[src/sv/fdl_pkg.sv]
// Shared constants, types and codes of the feedback delay line.
`timescale 1ns / 1ps

package fdl_pkg;

  localparam int SAMPLE_BITS = 24;
  localparam int STORE_DEPTH = 131072;
  localparam int ADDR_BITS = $clog2(STORE_DEPTH);
  localparam int CNT_BITS = ADDR_BITS + 1;

  localparam int WHOLE_BITS = 17;
  localparam int FRAC_BITS = 8;
  localparam int GAIN_BITS = 16;
  localparam int GAIN_FRAC = 15;
  localparam int LEN_BITS = 18;
  localparam int CFG_DATA_BITS = 18;
  localparam int CFG_INDEX_BITS = 3;

  localparam int UNITY = 32768;
  localparam int LEN_RESET = 131072;

  typedef logic signed [SAMPLE_BITS-1:0] sample_t;
  typedef logic [ADDR_BITS-1:0] addr_t;
  typedef logic [CNT_BITS-1:0] cnt_t;

  typedef enum logic [CFG_INDEX_BITS-1:0] {
    REG_DELAY_WHOLE    = 3'd0,
    REG_DELAY_FRACTION = 3'd1,
    REG_FEEDBACK_GAIN  = 3'd2,
    REG_WET_LEVEL      = 3'd3,
    REG_LINE_LENGTH    = 3'd4
  } cfg_reg_t;

  typedef struct packed {
    logic load;
    logic addr;
    logic tap;
    logic old;
    logic interp;
    logic mult;
    logic write;
  } cmd_t;

endpackage

[src/sv/fdl_ctrl.sv]
// Sequencer that steps one item through address, read, interpolation, gain and write-back.
`timescale 1ns / 1ps

module fdl_ctrl (
  input  logic         clk,
  input  logic         rst,
  input  logic         in_valid,
  output logic         in_ready,
  output logic         out_valid,
  input  logic         out_ready,
  output fdl_pkg::cmd_t cmd
);
  import fdl_pkg::*;

  typedef enum logic [2:0] {
    S_IDLE,
    S_ADDR,
    S_TAP,
    S_OLD,
    S_INTERP,
    S_MULT,
    S_WRITE
  } state_t;

  state_t state;
  logic   out_free;

  assign out_free = !out_valid || out_ready;

  always_comb begin
    cmd = '0;
    unique case (state)
      S_IDLE:   cmd.load = in_valid && in_ready;
      S_ADDR:   cmd.addr = 1'b1;
      S_TAP:    cmd.tap = 1'b1;
      S_OLD:    cmd.old = 1'b1;
      S_INTERP: cmd.interp = 1'b1;
      S_MULT:   cmd.mult = 1'b1;
      S_WRITE:  cmd.write = out_free;
      default:  cmd = '0;
    endcase
  end

  always_ff @(posedge clk) begin
    if (rst) begin
      state <= S_IDLE;
      in_ready <= 1'b1;
      out_valid <= 1'b0;
    end else begin
      if (state == S_WRITE && out_free) begin
        out_valid <= 1'b1;
      end else if (out_valid && out_ready) begin
        out_valid <= 1'b0;
      end
      unique case (state)
        S_IDLE: begin
          if (in_valid && in_ready) begin
            state <= S_ADDR;
            in_ready <= 1'b0;
          end
        end
        S_ADDR:   state <= S_TAP;
        S_TAP:    state <= S_OLD;
        S_OLD:    state <= S_INTERP;
        S_INTERP: state <= S_MULT;
        S_MULT:   state <= S_WRITE;
        S_WRITE: begin
          if (out_free) begin
            state <= S_IDLE;
            in_ready <= 1'b1;
          end
        end
        default: state <= S_IDLE;
      endcase
    end
  end

endmodule

[config.mk]
export PLATFORM = sky130hd
export DESIGN_NAME = fdl_ctrl
export DESIGN_NICKNAME = d
export VERILOG_FILES = /design/src/sv/fdl_pkg.sv /design/src/sv/fdl_ctrl.sv
export SDC_FILE = /design/constraint.sdc
export NUM_CORES = 1
export LEC_CHECK = 0
export ABC_AREA = 1
export BUFFER_PORTS_ARGS = -buffer_cell sky130_fd_sc_hd__buf_2
export CAP_MARGIN = 10
export CELL_PAD_IN_SITES_DETAIL_PLACEMENT = 1
export CELL_PAD_IN_SITES_GLOBAL_PLACEMENT = 1
export CORE_AREA = 2 2 39 41
export DETAILED_ROUTE_END_ITERATION = 6
export DIE_AREA = 0 0 41 43
export PLACE_DENSITY_LB_ADDON = 0.08
export SLEW_MARGIN = 0
export SYNTH_ARGS = -nofsm -noshare
export SYNTH_HDL_FRONTEND = slang
export SYNTH_SLANG_ARGS = --single-unit
[constraint.sdc]
create_clock -name clk -period 0.9 [get_ports clk]
set_input_delay 0.18 -clock clk [delete_from_list [all_inputs] [get_ports clk]]
set_output_delay 0.18 -clock clk [all_outputs]
set_load 0.01 [all_outputs]
==> impl_metrics.ini <==
[place]
globalplace.congestion = 0.649
dpl-instance-area_um2 = 412
dp_hpwl_um = 648
numPortBuffers = 12

[sta]
max_freq_mhz = 817
period_needed_ns = 1.22
skew_ns = 0.00201
grt_setup_unrepaired = yes
fin_crit_sh_pct = 136
max_slew_margin_pct = 87.6
hold_violations = 0
final.setup.worst_slack_ns = -0.324
slew_violations = 0
setup_viol = 12
tightest_slew_ns = 0.184

[route]
wirelength_um = 887
route.detailed.drc = 0
ant_nets = 0
vias_per_cell = 4.09
routedWlPerCell_um = 9.44
drt_iter0_markers = 5
vias = 384
dr.pass1.iters = 2

[power_and_ir_drop]
clkPwrFrac_pct = 28.1
cellLeakagePower_uw = 0.000335
combPwrFrac_pct = 41.3
switching_share_pct = 34.1
p_per_area_mw_per_mm2 = 1720
power_switching_uw = 334
seqPwrFrac_pct = 30.6
p_int_uw = 646
ir_drop_mv = 0.876

[synthesis]
synth_flop_cell = dfxtp_1
yosysWarnings = 0
synth_async_sr_flop_share_pct = 0
synth_edf_count = 0
synth_top_area_share_pct = 35.4
yosysMostFrequentCell = nand2_1
avgSynthCellArea_um2 = 5.77
synth_area_leader_cell = dfxtp_1
ys_types = 9
ys_seq_elements = 5
synthTopCellsByCount = nand2_1 (12), inv_1 (11), nor2_1 (11), nand3_1 (6), dfxtp_1 (5)
ys_seq_area_share_pct = 35.4
syn_inst = 49
synth.area.top_cells = dfxtp_1 (35%), nand2_1 (16%), inv_1 (15%)
netlist_area_um2 = 283
synth_fp_nets = 53

[layout]
syn2layout_area_growth_pct = 102
final_area_um2 = 571
regArea_um2 = 114
fin_nets = 83
multi_input_area_um2 = 166
antennaDiodeCount = 0
drive_gt1_share_pct = 60.3
fin_util_pct = 41.2
num-fill-cells = 185

[critical_path]
cp_max_fo = 4
crit_arrival_ns = 1.04
path_cells = inv_4 > nand2_2 > nor2_4 > nand3_2 > inv_2 > buf_6
startpoint_type = flip-flop
end_kind = output port
worstPathRequired_ns = 0.72
cp_slowest_cell = dfxtp_4
crit_path_max_incr_delay_ns = 0.36
crit_type = flip-flop to output port

[outcome]
violations = negative setup slack
status = finished with violations

[floorplanning]
start_util_pct = 20.4
rows = 14
die_h_um = 43
pin_count = 13
die_area_mm2 = 0.00176
core_mm2 = 0.00138
die_width_um = 41

[clock_tree]
worstSkewPairLatency_ns = 0.24
cts_buffer_depth = 2
clk_pin_slew_ns = 0.05
clkSinkCount = 5
cts.htree.levels = 1
root_buffer = clkbuf_4
hold_buffers = 0
cts_buffers = 3
cts_tree = built

[grt]
first_global_vias = 347
grt_max_degree = 7
grt_antenna_before_repair = 0
grt_pass1_wl_mm = 1.39
globalRouteOverflowTotal = 0
grt_use_total_pct = 11.7

[min_path]
hp-class = primary input to flip-flop

[run]
drv_cap = 0
[critical path: cells and delay by family, from the launching register on]
family | cells | cell delay (ns)
buffers and inverters | 3 | 0.21
flip-flops | 1 | 0.36
AND/OR/NAND/NOR | 3 | 0.22
[final timing paths]
path              startpoint        to  slack [ns]  depth (start not counted)
setup / recovery    state[1]    cmd[6]       -0.32                          6
hold / removal           rst  state[2]        0.16                          2
setup reg to reg    state[2]  in_ready       -0.27                          9
hold reg to reg     in_ready  in_ready        0.57                          4
[power by group through the flow]
stage	Combinational, uW	Clock, uW	Sequential (uW)
after floorplan	161	0	280
after global placement	286	0	282
after detailed placement	282	0	283
after CTS	378	279	291
after global routing	447	298	307
final	405	275	300
[kinds of logic after synthesis]
family                 count (synthesis)  synth area share (%)
flip-flops                             5                  35.4
AO/OA/AOI/OAI                          2                  3.54
AND/OR/NAND/NOR                       29                  41.1
buffers and inverters                 13                  19.9
[layer usage]
metal  vias up  track usage [%]  routed length, um
met1       173             14.1                384
met3         0             6.28                 43
met4         0             2.00                  0
met5         -                0                  0
met2         9             18.1                459
li1        202                -                  -
[cell usage in the layout (no fill, tap or decap), drive strengths merged]
| master | synthesis | final |
|---|---|---|
| inv | 12 | 12 |
| dfxtp | 5 | 5 |
| clkbuf | 0 | 4 |
| nor2 | 11 | 11 |
| nand2 | 12 | 12 |
| buf | 1 | 26 |
| a21oi | 1 | 1 |
| o21ai | 1 | 1 |
| nand3 | 6 | 6 |
[cell type report]
class,instances,area share (%)
timing repair buffer,26,34.4
multi-input combinational,31,29.2
sequential,5,20.0
inverter,12,8.33
clock buffer,4,4.61
tap,16,3.51
[timing repair]
action,CTS,global route
setup endpoints to repair,12,14
gates resized for setup,15,14
setup buffers,6,0
pin swaps,5,3
[sequential cells by signal (all words and copies together) (netlist names)]
signal     cells
state          3
in_ready       1
out_valid      1
[metrics by stage]
stage	power, uW	hold WS [ns]	setup slack [ns]	TNS (ns)	instances
4_1_cts	947	0.169	-0.338	-2.53	94
2_1_floorplan	441	0.249	-0.0549	-0.0658	49
5_1_grt	1050	0.166	-0.389	-3.32	94
6_report	980	0.161	-0.324	-2.46	94
3_5_place_dp	565	0.434	-0.178	-0.866	84
3_3_place_gp	568	0.433	-0.178	-0.921	84
Power figures use the tool's default switching activity.
